## config.mk

```make
export PLATFORM = sky130hd
export DESIGN_NAME = lcd_4bit_write_sequencer
export DESIGN_NICKNAME = d
export VERILOG_FILES = /design/src/rtl/core/lws_pkg.sv /design/src/rtl/core/lcd_4bit_write_sequencer.sv /design/src/rtl/core/lws_front.sv /design/src/rtl/core/lws_queue.sv /design/src/rtl/core/lws_back.sv
export SDC_FILE = /design/constraint.sdc
export NUM_CORES = 1
export LEC_CHECK = 0
export BUFFER_PORTS_ARGS = -buffer_cell sky130_fd_sc_hd__buf_2
export CAP_MARGIN = 20
export CORE_ASPECT_RATIO = 1.25
export CORE_MARGIN = 1.5
export CORE_UTILIZATION = 41
export DETAILED_ROUTE_END_ITERATION = 10
export PLACE_DENSITY = 0.69
export SLEW_MARGIN = 20
export SYNTH_ARGS = -nofsm -noshare
export SYNTH_HDL_FRONTEND = slang
export SYNTH_SLANG_ARGS = --single-unit
```

## constraint.sdc

```tcl
create_clock -name clock -period 5.9 [get_ports clock]
set_input_delay 1.77 -clock clock [delete_from_list [all_inputs] [get_ports clock]]
set_output_delay 1.77 -clock clock [all_outputs]
set_load 0.1 [all_outputs]
```

## src/rtl/core/lws_pkg.sv

```systemverilog
// lws_pkg: shared types, codes and constants for the lcd 4-bit write sequencer
// used by lws_front, lws_queue, lws_back and lcd_4bit_write_sequencer
package lws_pkg;

   localparam int TICK_W     = 10;
   localparam int CFG_W      = 10;
   localparam int CSR_IDX_W  = 3;
   localparam int INIT_STEPS = 7;
   localparam int QUEUE_DEPTH = 2;

   localparam logic [2:0] REQ_TICK = 3'd0;
   localparam logic [2:0] REQ_CMD  = 3'd1;
   localparam logic [2:0] REQ_CHAR = 3'd2;
   localparam logic [2:0] REQ_INIT = 3'd3;
   localparam logic [2:0] REQ_POS  = 3'd4;

   localparam logic [CSR_IDX_W-1:0] CSR_CMD_PULSE  = 3'd0;
   localparam logic [CSR_IDX_W-1:0] CSR_DATA_PULSE = 3'd1;
   localparam logic [CSR_IDX_W-1:0] CSR_SETTLE     = 3'd2;
   localparam logic [CSR_IDX_W-1:0] CSR_POWERUP    = 3'd3;
   localparam logic [CSR_IDX_W-1:0] CSR_INIT_TAIL  = 3'd4;

   localparam logic [CFG_W-1:0] RST_CMD_PULSE  = 10'd1;
   localparam logic [CFG_W-1:0] RST_DATA_PULSE = 10'd10;
   localparam logic [CFG_W-1:0] RST_SETTLE     = 10'd5;
   localparam logic [CFG_W-1:0] RST_POWERUP    = 10'd100;
   localparam logic [CFG_W-1:0] RST_INIT_TAIL  = 10'd20;

   localparam logic [7:0] ROW0_BASE = 8'h80;
   localparam logic [7:0] ROW1_BASE = 8'hC0;

   typedef enum logic [1:0] {
      OP_NONE = 2'd0,
      OP_TICK = 2'd1,
      OP_LOAD = 2'd2,
      OP_INIT = 2'd3
   } op_type;

   typedef struct packed {
      op_type     op;
      logic [7:0] data_byte;
      logic       rs;
   } item_type;

   typedef enum logic [7:0] {
      PH_IDLE     = 8'b0000_0001,
      PH_POWERUP  = 8'b0000_0010,
      PH_SETUP_HI = 8'b0000_0100,
      PH_PULSE_HI = 8'b0000_1000,
      PH_SETUP_LO = 8'b0001_0000,
      PH_PULSE_LO = 8'b0010_0000,
      PH_SETTLE   = 8'b0100_0000,
      PH_TAIL     = 8'b1000_0000
   } phase_type;

   function automatic logic [7:0] init_byte(input logic [2:0] idx);
      logic [7:0] b;
      unique case (idx)
         3'd0: b = 8'h33;
         3'd1: b = 8'h32;
         3'd2: b = 8'h28;
         3'd3: b = 8'h0C;
         3'd4: b = 8'h01;
         3'd5: b = 8'h06;
         default: b = 8'h02;
      endcase
      return b;
   endfunction

endpackage

```

## src/rtl/core/lcd_4bit_write_sequencer.sv

```systemverilog
// lcd_4bit_write_sequencer: top level, front decode, item queue and pin sequencer
// depends on lws_pkg, lws_front, lws_queue, lws_back
//
//   channel  handshake            payload
//   req      req_valid/req_stall  req_type[2:0] req_value[7:0] req_row
//   rsp      rsp_valid/rsp_stall  rsp_pin_rs rsp_pin_rw rsp_pin_e rsp_pin_data[3:0]
//                                 rsp_busy_res rsp_accepted
//   csr      csr_valid/csr_ready  csr_index[2:0] csr_data[9:0]
//
// one request beat per cycle unless the queue is full (a stalled result fills it); a taken beat passes
// through an entry of the two-entry queue and then the result register
// the back end executes every beat that it pops in its phase counter logic
// reset is synchronous: timing registers return to defaults, sequencer goes idle
// a stalled result holds; requests keep flowing until the queue fills
module lcd_4bit_write_sequencer import lws_pkg::*; (
   input  logic                 clock,
   input  logic                 reset,
   input  logic                 req_valid,
   output logic                 req_stall,
   input  logic [2:0]           req_type,
   input  logic [7:0]           req_value,
   input  logic                 req_row,
   output logic                 rsp_valid,
   input  logic                 rsp_stall,
   output logic                 rsp_pin_rs,
   output logic                 rsp_pin_rw,
   output logic                 rsp_pin_e,
   output logic [3:0]           rsp_pin_data,
   output logic                 rsp_busy_res,
   output logic                 rsp_accepted,
   input  logic                 csr_valid,
   output logic                 csr_ready,
   input  logic [CSR_IDX_W-1:0] csr_index,
   input  logic [CFG_W-1:0]     csr_data
);

   logic     q_full, q_push, q_pop, q_valid;
   item_type push_item, head_item;

   lws_front u_front (
      .req_valid (req_valid),
      .req_stall (req_stall),
      .req_type  (req_type),
      .req_value (req_value),
      .req_row   (req_row),
      .q_full    (q_full),
      .q_push    (q_push),
      .q_item    (push_item)
   );

   lws_queue u_queue (
      .clock      (clock),
      .reset      (reset),
      .push       (q_push),
      .push_item  (push_item),
      .full       (q_full),
      .pop        (q_pop),
      .head_valid (q_valid),
      .head_item  (head_item)
   );

   lws_back u_back (
      .clock        (clock),
      .reset        (reset),
      .q_valid      (q_valid),
      .q_item       (head_item),
      .q_pop        (q_pop),
      .csr_valid    (csr_valid),
      .csr_ready    (csr_ready),
      .csr_index    (csr_index),
      .csr_data     (csr_data),
      .rsp_valid    (rsp_valid),
      .rsp_stall    (rsp_stall),
      .rsp_pin_rs   (rsp_pin_rs),
      .rsp_pin_rw   (rsp_pin_rw),
      .rsp_pin_e    (rsp_pin_e),
      .rsp_pin_data (rsp_pin_data),
      .rsp_busy_res (rsp_busy_res),
      .rsp_accepted (rsp_accepted)
   );

endmodule

```

## src/rtl/core/lws_front.sv

```systemverilog
// lws_front: takes request beats and classifies them into queue items
// depends on lws_pkg
module lws_front import lws_pkg::*; (
   input  logic       req_valid,
   output logic       req_stall,
   input  logic [2:0] req_type,
   input  logic [7:0] req_value,
   input  logic       req_row,
   input  logic       q_full,
   output logic       q_push,
   output item_type   q_item
);

   assign req_stall = q_full;
   assign q_push    = req_valid && !q_full;

   always_comb begin
      q_item.op        = OP_NONE;
      q_item.data_byte = req_value;
      q_item.rs        = 1'b0;
      unique case (req_type)
         REQ_TICK: q_item.op = OP_TICK;
         REQ_CMD:  q_item.op = OP_LOAD;
         REQ_CHAR: begin
            q_item.op = OP_LOAD;
            q_item.rs = 1'b1;
         end
         REQ_INIT: q_item.op = OP_INIT;
         REQ_POS: begin
            q_item.op        = OP_LOAD;
            q_item.data_byte = (req_row ? ROW1_BASE : ROW0_BASE) + req_value;
         end
         default: q_item.op = OP_NONE;
      endcase
   end

endmodule

```

## src/rtl/core/lws_queue.sv

```systemverilog
// lws_queue: two-entry item queue between front and back
// depends on lws_pkg
module lws_queue import lws_pkg::*; (
   input  logic     clock,
   input  logic     reset,
   input  logic     push,
   input  item_type push_item,
   output logic     full,
   input  logic     pop,
   output logic     head_valid,
   output item_type head_item
);

   localparam int PTR_W = $clog2(QUEUE_DEPTH);
   localparam int CNT_W = $clog2(QUEUE_DEPTH + 1);

   item_type             mem_ff [QUEUE_DEPTH];
   logic [PTR_W-1:0]     wr_ptr_ff, wr_ptr_in;
   logic [PTR_W-1:0]     rd_ptr_ff, rd_ptr_in;
   logic [CNT_W-1:0]     count_ff, count_in;

   assign full       = (count_ff == CNT_W'(QUEUE_DEPTH));
   assign head_valid = (count_ff != '0);
   assign head_item  = mem_ff[rd_ptr_ff];

   always_comb begin
      wr_ptr_in = wr_ptr_ff;
      rd_ptr_in = rd_ptr_ff;
      count_in  = count_ff;
      if (push) begin
         wr_ptr_in = (wr_ptr_ff == PTR_W'(QUEUE_DEPTH - 1)) ? '0 : wr_ptr_ff + 1'b1;
      end
      if (pop) begin
         rd_ptr_in = (rd_ptr_ff == PTR_W'(QUEUE_DEPTH - 1)) ? '0 : rd_ptr_ff + 1'b1;
      end
      if (push && !pop) begin
         count_in = count_ff + 1'b1;
      end else if (pop && !push) begin
         count_in = count_ff - 1'b1;
      end
   end

   always_ff @(posedge clock) begin
      if (reset) begin
         wr_ptr_ff <= '0;
         rd_ptr_ff <= '0;
         count_ff  <= '0;
      end else begin
         wr_ptr_ff <= wr_ptr_in;
         rd_ptr_ff <= rd_ptr_in;
         count_ff  <= count_in;
      end
   end

   always_ff @(posedge clock) begin
      if (push) begin
         mem_ff[wr_ptr_ff] <= push_item;
      end
   end

endmodule

```

## src/rtl/core/lws_back.sv

```systemverilog
// lws_back: pin sequencer, timing registers and result register
// depends on lws_pkg
module lws_back import lws_pkg::*; (
   input  logic                 clock,
   input  logic                 reset,
   input  logic                 q_valid,
   input  item_type             q_item,
   output logic                 q_pop,
   input  logic                 csr_valid,
   output logic                 csr_ready,
   input  logic [CSR_IDX_W-1:0] csr_index,
   input  logic [CFG_W-1:0]     csr_data,
   output logic                 rsp_valid,
   input  logic                 rsp_stall,
   output logic                 rsp_pin_rs,
   output logic                 rsp_pin_rw,
   output logic                 rsp_pin_e,
   output logic [3:0]           rsp_pin_data,
   output logic                 rsp_busy_res,
   output logic                 rsp_accepted
);

   logic [CFG_W-1:0]  cmd_pulse_ff, data_pulse_ff, settle_ff, powerup_ff, tail_ff;
   phase_type         phase_ff, phase_in;
   logic [TICK_W-1:0] cnt_ff, cnt_in;
   logic [7:0]        out_byte_ff, out_byte_in;
   logic              rs_ff, rs_in;
   logic              e_ff, e_in;
   logic [3:0]        nibble_ff, nibble_in;
   logic [2:0]        idx_ff, idx_in;
   logic              in_init_ff, in_init_in;
   logic              acc;
   logic [CFG_W-1:0]  dur;
   logic [TICK_W:0]   next_cnt;
   logic              done;
   logic [3:0]        next_idx;
   logic              rsp_valid_ff, rsp_valid_in;
   logic              rsp_rs_ff, rsp_e_ff, rsp_busy_ff, rsp_acc_ff;
   logic [3:0]        rsp_data_ff;

   assign csr_ready = 1'b1;
   assign q_pop     = q_valid && (!rsp_valid_ff || !rsp_stall);

   always_comb begin
      unique case (phase_ff)
         PH_POWERUP:              dur = powerup_ff;
         PH_PULSE_HI, PH_PULSE_LO: dur = rs_ff ? data_pulse_ff : cmd_pulse_ff;
         PH_SETTLE:               dur = settle_ff;
         PH_TAIL:                 dur = tail_ff;
         default:                 dur = CFG_W'(1);
      endcase
   end

   assign next_cnt = {1'b0, cnt_ff} + 1'b1;
   assign done     = !(next_cnt < (TICK_W+1)'(dur));
   assign next_idx = {1'b0, idx_ff} + 1'b1;

   always_comb begin
      phase_in    = phase_ff;
      cnt_in      = cnt_ff;
      out_byte_in = out_byte_ff;
      rs_in       = rs_ff;
      e_in        = e_ff;
      nibble_in   = nibble_ff;
      idx_in      = idx_ff;
      in_init_in  = in_init_ff;
      acc         = 1'b0;
      if (q_pop) begin
         unique case (q_item.op)
            OP_TICK: begin
               if (phase_ff != PH_IDLE) begin
                  if (!done) begin
                     cnt_in = next_cnt[TICK_W-1:0];
                  end else begin
                     cnt_in = '0;
                     unique case (phase_ff)
                        PH_POWERUP: begin
                           idx_in      = '0;
                           out_byte_in = init_byte(3'd0);
                           rs_in       = 1'b0;
                           e_in        = 1'b0;
                           nibble_in   = 4'(init_byte(3'd0) >> 4);
                           phase_in    = PH_SETUP_HI;
                        end
                        PH_SETUP_HI: begin
                           e_in     = 1'b1;
                           phase_in = PH_PULSE_HI;
                        end
                        PH_PULSE_HI: begin
                           e_in      = 1'b0;
                           nibble_in = out_byte_ff[3:0];
                           phase_in  = PH_SETUP_LO;
                        end
                        PH_SETUP_LO: begin
                           e_in     = 1'b1;
                           phase_in = PH_PULSE_LO;
                        end
                        PH_PULSE_LO: begin
                           e_in     = 1'b0;
                           phase_in = PH_SETTLE;
                        end
                        PH_SETTLE: begin
                           if (!in_init_ff) begin
                              phase_in = PH_IDLE;
                           end else if (next_idx >= 4'(INIT_STEPS)) begin
                              phase_in = PH_TAIL;
                           end else begin
                              idx_in      = next_idx[2:0];
                              out_byte_in = init_byte(next_idx[2:0]);
                              rs_in       = 1'b0;
                              e_in        = 1'b0;
                              nibble_in   = 4'(init_byte(next_idx[2:0]) >> 4);
                              phase_in    = PH_SETUP_HI;
                           end
                        end
                        default: begin
                           in_init_in = 1'b0;
                           idx_in     = '0;
                           phase_in   = PH_IDLE;
                        end
                     endcase
                  end
               end
            end
            OP_LOAD: begin
               if (phase_ff == PH_IDLE) begin
                  acc         = 1'b1;
                  out_byte_in = q_item.data_byte;
                  rs_in       = q_item.rs;
                  e_in        = 1'b0;
                  nibble_in   = q_item.data_byte[7:4];
                  phase_in    = PH_SETUP_HI;
                  cnt_in      = '0;
               end
            end
            OP_INIT: begin
               if (phase_ff == PH_IDLE) begin
                  acc        = 1'b1;
                  in_init_in = 1'b1;
                  idx_in     = '0;
                  e_in       = 1'b0;
                  phase_in   = PH_POWERUP;
                  cnt_in     = '0;
               end
            end
            default: acc = 1'b0;
         endcase
      end
   end

   assign rsp_valid_in = q_pop || (rsp_valid_ff && rsp_stall);

   always_ff @(posedge clock) begin
      if (reset) begin
         cmd_pulse_ff  <= RST_CMD_PULSE;
         data_pulse_ff <= RST_DATA_PULSE;
         settle_ff     <= RST_SETTLE;
         powerup_ff    <= RST_POWERUP;
         tail_ff       <= RST_INIT_TAIL;
      end else if (csr_valid && csr_ready) begin
         unique case (csr_index)
            CSR_CMD_PULSE:  cmd_pulse_ff  <= csr_data;
            CSR_DATA_PULSE: data_pulse_ff <= csr_data;
            CSR_SETTLE:     settle_ff     <= csr_data;
            CSR_POWERUP:    powerup_ff    <= csr_data;
            CSR_INIT_TAIL:  tail_ff       <= csr_data;
            default:        tail_ff       <= tail_ff;
         endcase
      end
   end

   always_ff @(posedge clock) begin
      if (reset) begin
         phase_ff     <= PH_IDLE;
         cnt_ff       <= '0;
         out_byte_ff  <= '0;
         rs_ff        <= 1'b0;
         e_ff         <= 1'b0;
         nibble_ff    <= '0;
         idx_ff       <= '0;
         in_init_ff   <= 1'b0;
         rsp_valid_ff <= 1'b0;
      end else begin
         phase_ff     <= phase_in;
         cnt_ff       <= cnt_in;
         out_byte_ff  <= out_byte_in;
         rs_ff        <= rs_in;
         e_ff         <= e_in;
         nibble_ff    <= nibble_in;
         idx_ff       <= idx_in;
         in_init_ff   <= in_init_in;
         rsp_valid_ff <= rsp_valid_in;
      end
   end

   // result register, loaded with the state after each executed beat
   always_ff @(posedge clock) begin
      if (q_pop) begin
         rsp_rs_ff   <= rs_in;
         rsp_e_ff    <= e_in;
         rsp_data_ff <= nibble_in;
         rsp_busy_ff <= (phase_in != PH_IDLE);
         rsp_acc_ff  <= acc;
      end
   end

   assign rsp_valid    = rsp_valid_ff;
   assign rsp_pin_rs   = rsp_rs_ff;
   assign rsp_pin_rw   = 1'b0;
   assign rsp_pin_e    = rsp_e_ff;
   assign rsp_pin_data = rsp_data_ff;
   assign rsp_busy_res = rsp_busy_ff;
   assign rsp_accepted = rsp_acc_ff;

endmodule
```

# ---- After elaboration in Yosys (flattened, before gate mapping)
# Memories as Yosys holds them, arrays and structs flattened. A register that Yosys moved wholly into a read port is not among the register bits.
# Cells that the tools add are included.
dict set report op_classes {
  add_sub_neg 7
  magnitude_cmp 2
  eq_ne 37
  mux 72
  reduce_logical 36
}
# operator n
set op_table {}
lappend op_table {{8-bit 2-to-1 mux} 8}
lappend op_table {{8-bit case mux with 6 select lines} 1}
lappend op_table {{4-bit 2-to-1 mux} 11}
lappend op_table {{10-bit 2-to-1 mux} 4}
lappend op_table {{10-bit case mux with 4 select lines} 1}
lappend op_table {{6-bit case mux with 6 select lines} 1}
lappend op_table {{1-bit 2-to-1 mux} 24}
lappend op_table {{4-bit case mux with 2 select lines} 3}
lappend op_table {{8-bit case mux with 3 select lines} 1}
lappend op_table {{10-bit case mux with 2 select lines} 1}
lappend op_table {{3-bit by 2-bit equality test with 1-bit output, second input constant} 6}
lappend op_table {{8-bit by 1-bit inequality test with 1-bit output, second input constant} 2}
lappend op_table {{8-bit AND reduction} 2}
lappend op_table {{3-bit 2-to-1 mux} 5}
lappend op_table {{3-bit equality test, second input constant} 4}
lappend op_table {{3-bit case mux with 2 select lines} 2}
lappend op_table {{4-bit case mux with 3 select lines} 1}
lappend op_table {{10-bit by 1-bit adder with 11-bit output, second input constant} 1}
lappend op_table {{11-bit by 10-bit < comparator with 1-bit output} 1}
lappend op_table {{2-bit AND reduction} 5}
lappend op_table {{2-bit nonzero test} 5}
lappend op_table {{3-bit by 1-bit equality test with 1-bit output, second input constant} 3}
lappend op_table {{3-bit logical NOT} 3}
lappend op_table {{8-bit adder} 1}
lappend op_table {{33 further kinds} 58}
dict set report word_totals {
  register_bits 95
  ramBits 22
  in_bits 30
  output_inout_bits 12
  mem_count 1
}
# memory words width read_ports rd_clocked_by_memory_dff write_ports line
set memory_table {}
lappend memory_table {u_queue.mem_ff 2 11 1 1 1 lws_queue.sv:17} ;# item_type mem_ff [QUEUE_DEPTH];

# ---- Longest topological paths before layout
dict set report depth {
  depth_word 10
  mapped_depth 17
  mapped_depth_nobuf 14
}

# ---- Hierarchy
# A second synthesis with hierarchy kept.
dict set report hier_totals {
  cells_unflattened 685
  area_unflattened_um2 6219.7
}
# mod instances cells_each area_per_inst_um2 seq_area_each_um2
set by_module_without_submodules {}
lappend by_module_without_submodules {lws_back 1 611 5068.6 1901.8}
lappend by_module_without_submodules {lws_queue 1 56 999.7 760.7}
lappend by_module_without_submodules {lws_front 1 18 151.4 0.0}

# ---- Least setup slack after synthesis
# Ideal clock, no wire load.
dict set report synth_path {
  path_type {flip-flop to flip-flop}
  start {register u_back.phase_ff[3]}
  end {register u_back.rsp_busy_ff, in the netlist u_back.rsp_busy_res, data pin}
  arrival_time_ps 4231
  required_ps 5635
  slack_ps 1403
  path_stages_with_launch 17
  path_buffers 3
  period_less_slack_ps 4497
  cell_sequence {dfxtp_1 -> buf_2 -> or4_1 -> nor3_1 -> and2_1 -> clkbuf_1 -> clkbuf_1 -> a221oi_1 -> ha_1 -> a21oi_1 -> a21oi_1 -> a2111oi_0 -> o21ai_0 -> or3_1 -> a31o_1 -> a2111o_1 -> or3_1}
}
dict set report synth_between {
  elab_chain_len 9
  elab_cells_between_ends 20
  cone_classes {order compare: 1; eq/ne: 10; mux: 8; reduce/logical: 1}
}
# item line
set synth_lines {}
lappend synth_lines {{start: declaration} lws_back.sv:24} ;# phase_type phase_ff, phase_in;
lappend synth_lines {{start signal: assignment} lws_back.sv:184} ;# phase_ff <= phase_in;
lappend synth_lines {{8-bit by 4-bit equality test with 1-bit output / 8-bit by 6-bit equality test with 1-bit output (equally long branches)} {lws_back.sv:45, lws_back.sv:76}}
lappend synth_lines {{2-bit OR reduction} lws_back.sv:45} ;# unique case (phase_ff)
lappend synth_lines {{10-bit case mux with 4 select lines} lws_back.sv:45}
lappend synth_lines {{11-bit by 10-bit < comparator with 1-bit output} lws_back.sv:55} ;# assign done = !(next_cnt < (TICK_W+1)'(dur));
lappend synth_lines {{8-bit 2-to-1 mux} lws_back.sv:72} ;# if (!done) begin
lappend synth_lines {{8-bit 2-to-1 mux} lws_back.sv:71} ;# if (phase_ff != PH_IDLE) begin
lappend synth_lines {{8-bit case mux with 3 select lines} lws_back.sv:69} ;# unique case (q_item.op)
lappend synth_lines {{8-bit 2-to-1 mux (*)} lws_back.sv:68} ;# if (q_pop) begin
lappend synth_lines {{8-bit by 1-bit inequality test with 1-bit output (*)} lws_back.sv:202} ;# rsp_busy_ff <= (phase_in != PH_IDLE);
lappend synth_lines {{end signal: assignment} lws_back.sv:202}
lappend synth_lines {{end: declaration} lws_back.sv:38} ;# logic rsp_rs_ff, rsp_e_ff, rsp_busy_ff, rsp_acc_ff;
# Mark *: on every way between the ends. The rest lies on a longest branch, timed or not.
# A chain may end at the register's enable or synchronous reset.

# ---- Worst setup path in the final report
dict set report layout_path {
  start {register u_back.phase_ff[2]}
  end {register u_back.rsp_busy_ff, in the netlist u_back.rsp_busy_res, data pin}
}
# Same word-level chain as after synthesis.

==> impl_metrics.tcl <==
set metrics [dict create \
    status "completed" \
    clkTransAtPathRegs_ps 60 \
    cp_num_buf_inv 1 \
    antenna_found_initial 0 \
    seqPwrFrac 0.350 \
    ant_nets 0 \
    fin_ws_ps 826.5 \
    max-vdd-ir-drop_v 0.0002981 \
    synth_cells 682 \
    synth_nets 734 \
    place_area_um2 6212 \
    drtPass1Iterations 5 \
    start_util 0.4247 \
    finalSetupViolCount 0 \
    worst_pin_slew_ps 881.4 \
    yosysTopAreaCellShare 0.2977 \
    yosysWarnings 0 \
    ctsHtreeMaxLevel 4 \
    cap_violations 0 \
    core-area_um2 13930 \
    startpoint_type "register" \
    worstPathArrival_ps 5230 \
    register_area_um2 2663 \
    tritoncts "built" \
    avgSynthCellArea_um2 8.676 \
    max_freq_mhz 197.1 \
    ys_top_cells_by_area "dfxtp_1 (30%), edfxtp_1 (15%), nand2_1 (9.6%)" \
    drt_iter0_markers 328 \
    post-route-util 0.4914 \
    synth_common_cells "nand2_1 (152), dfxtp_1 (88), a21oi_1 (62), nor2_1 (43), edfxtp_1 (30)" \
    async_reset_ff_frac 0 \
    synth-main-ff-cell "dfxtp_1" \
    clock_latency_ps 420 \
    syn_area_um2 5917 \
    numPortBuffers 39 \
    cts.sinks 118 \
    cts_root_buf "clkbuf_16" \
    ctsResizeCount 0 \
    fin_cells 898 \
    min_period_ps 5074 \
    grt_pass1_vias 4817 \
    cp.required_ps 6060 \
    synth_edf_count 30 \
    postCtsHoldBufs 0 \
    areaGrowthSynthToFinish_pct 15.71 \
    p_leak_nw 2.601 \
    drc_errors 0 \
    hold_slack_ps 453.1 \
    ys_types 64 \
    rsz0062_at_grt "no" \
    slew_violations 0 \
    fin_crit_sh 0.8599 \
    grt_max_degree 72 \
    fillers 1307 \
    relSlewSlack 0.4103 \
    die_w_um 110.5 \
    grt_usage 0.1910 \
    dp.cells 866 \
    post-layout-total-power_mw 2.910 \
    worstPathMaxFanout 15 \
    dr_total_vias 5062 \
    fin_area_um2 6847 \
    cts_setup_buffers 0 \
    yosysTopAreaCell "dfxtp_1" \
    dieArea_um2 15170 \
    nets 762 \
    grt-ovfl-total 0 \
    p_per_area_nw_per_um2 425.0 \
    combPwrFrac 0.275 \
    p_clk_frac 0.376 \
    dp_hpwl_mm 10.22 \
    die_y_um 137.3 \
    skew_ps 8.640 \
    crit_chain "or4_1, nor3_1, and2_1, a221oi_1, ha_1, a21oi_1, a21oi_1, a2111oi_0, o21ai_0, buf_4, o21ai_0, nor2_1, a2111o_1, or3_1" \
    hp-class "reg2reg" \
    rows 48 \
    switching_share 0.3571 \
    ys_seq_area_frac 0.4500 \
    synth_seq_cells 118 \
    max_stage_delay_ps 610 \
    hold_viol_final 0 \
    drive_gt1_frac 0.1189 \
    r2r_slack_ps 830 \
    boundaryPins 42 \
    n_antenna_cell 0 \
    crit_family "simple AND/OR/NAND/NOR gates" \
    cp-end-kind "register" \
    gp_congestion 0.9301 \
    yosysMostFrequentCell "nand2_1" \
    p_sw_mw 1.039 \
    routedWlPerCell_um 15.79 \
    slowest_stage "or4_1" \
    grt_pass1_wl_mm 23.52 \
    wl_mm 14.18 \
    setup_tns_ps 0 \
    dpl_worst_slack_ps 844.8 \
    path_class "reg2reg" \
    intPower_mw 1.871 \
    cts_buffers 17 \
    vias_per_cell 5.637 \
    multi_input_area_um2 3038 \
    cts_buffer_depth 2 \
]
## state kept, by name, indices dropped and copies added, names as in the netlist, 2 cells and up, named ones only
name and cells:
u_back.cmd_pulse_ff 10, u_back.tail_ff 10, u_back.rsp_pin_data 4, u_back.powerup_ff 10, u_back.out_byte_ff 4, u_queue.mem_ff 22
u_queue.count_ff 2, u_back.idx_ff 3, u_back.data_pulse_ff 10, u_back.cnt_ff 10, u_back.nibble_ff 4, u_back.phase_ff 8
u_back.settle_ff 10
## routing by layer
metal,vias to the layer above,part of all wire,global-route usage
met5,-,0,0
met3,26,0.040,0.04443
li1,2478,-,-
met1,2420,0.44,0.2285
met2,138,0.50,0.3302
met4,0,0.021,0.08333
## path summary, 6_finish.rpt
check        cells past startpoint                   start                endpoint
min                              2  u_back.cmd_pulse_ff[3]  u_back.cmd_pulse_ff[3]
min reg2reg                      2  u_back.cmd_pulse_ff[3]  u_back.cmd_pulse_ff[3]
max                             14      u_back.phase_ff[2]     u_back.rsp_busy_res
max reg2reg                     14      u_back.phase_ff[2]     u_back.rsp_busy_res
## power groups by stage
| stage | clock [mW] | sequential, mW | combinational (mW) |
|---|---|---|---|
| final | 1.09 | 1.02 | 0.800 |
| after global routing | 1.14 | 1.03 | 0.870 |
| after CTS | 1.11 | 1.02 | 0.799 |
| after detailed placement | 0 | 1.03 | 0.794 |
| after global placement | 0 | 1.03 | 0.784 |
| after floorplan | 0 | 1.18 | 0.459 |
## layout make-up
class	count	area share
multi-input cells	514	0.4437
flip-flops and latches	118	0.3889
clock buffers	21	0.07365
repair buffers	45	0.03509
well taps	175	0.03198
clock inverters	11	0.01901
inverters	14	0.007675
## tightest hold or removal path, stage by stage (launching register included)
cell and delay, ps:
dfxtp_1 300, nand2_1 50, a21oi_1 50
## cell families (layout without fill, tap and decap cells)
| logic type | count (synthesis) | after routing | synth area share |
|---|---|---|---|
| simple gates | 297 | 297 | 0.2345 |
| compound gates | 149 | 149 | 0.1597 |
| flops | 118 | 118 | 0.4500 |
| buf+inv | 50 | 91 | 0.03658 |
| mux | 26 | 26 | 0.04483 |
| fa+ha+maj | 22 | 22 | 0.04652 |
| xor+xnor | 18 | 18 | 0.02664 |
| other cells | 2 | 2 | 0.001269 |
## cells in the final DEF (no fill, tap or decap), drive strengths merged, types with 3 or more instances in the layout
cell type and instances:
o31ai 6, and3 7, nand3b 15, buf 45
a21oi 62, inv 18, nor4 7, or2 4
nand3 14, a221oi 12, o211ai 4, and2 7
or3 5, ha 22, a22o 4, edfxtp 30
clkinv 5, nor3 11, a22oi 6, nand2 152
a21o 4, or4 5, mux2 4, dfxtp 88
clkbuf 21, o32ai 3, mux2i 22, nor2 43
xor2 8, nor2b 10, nand4 8, xnor2 10
o21ai 26
Power figures use the tool's default switching activity.
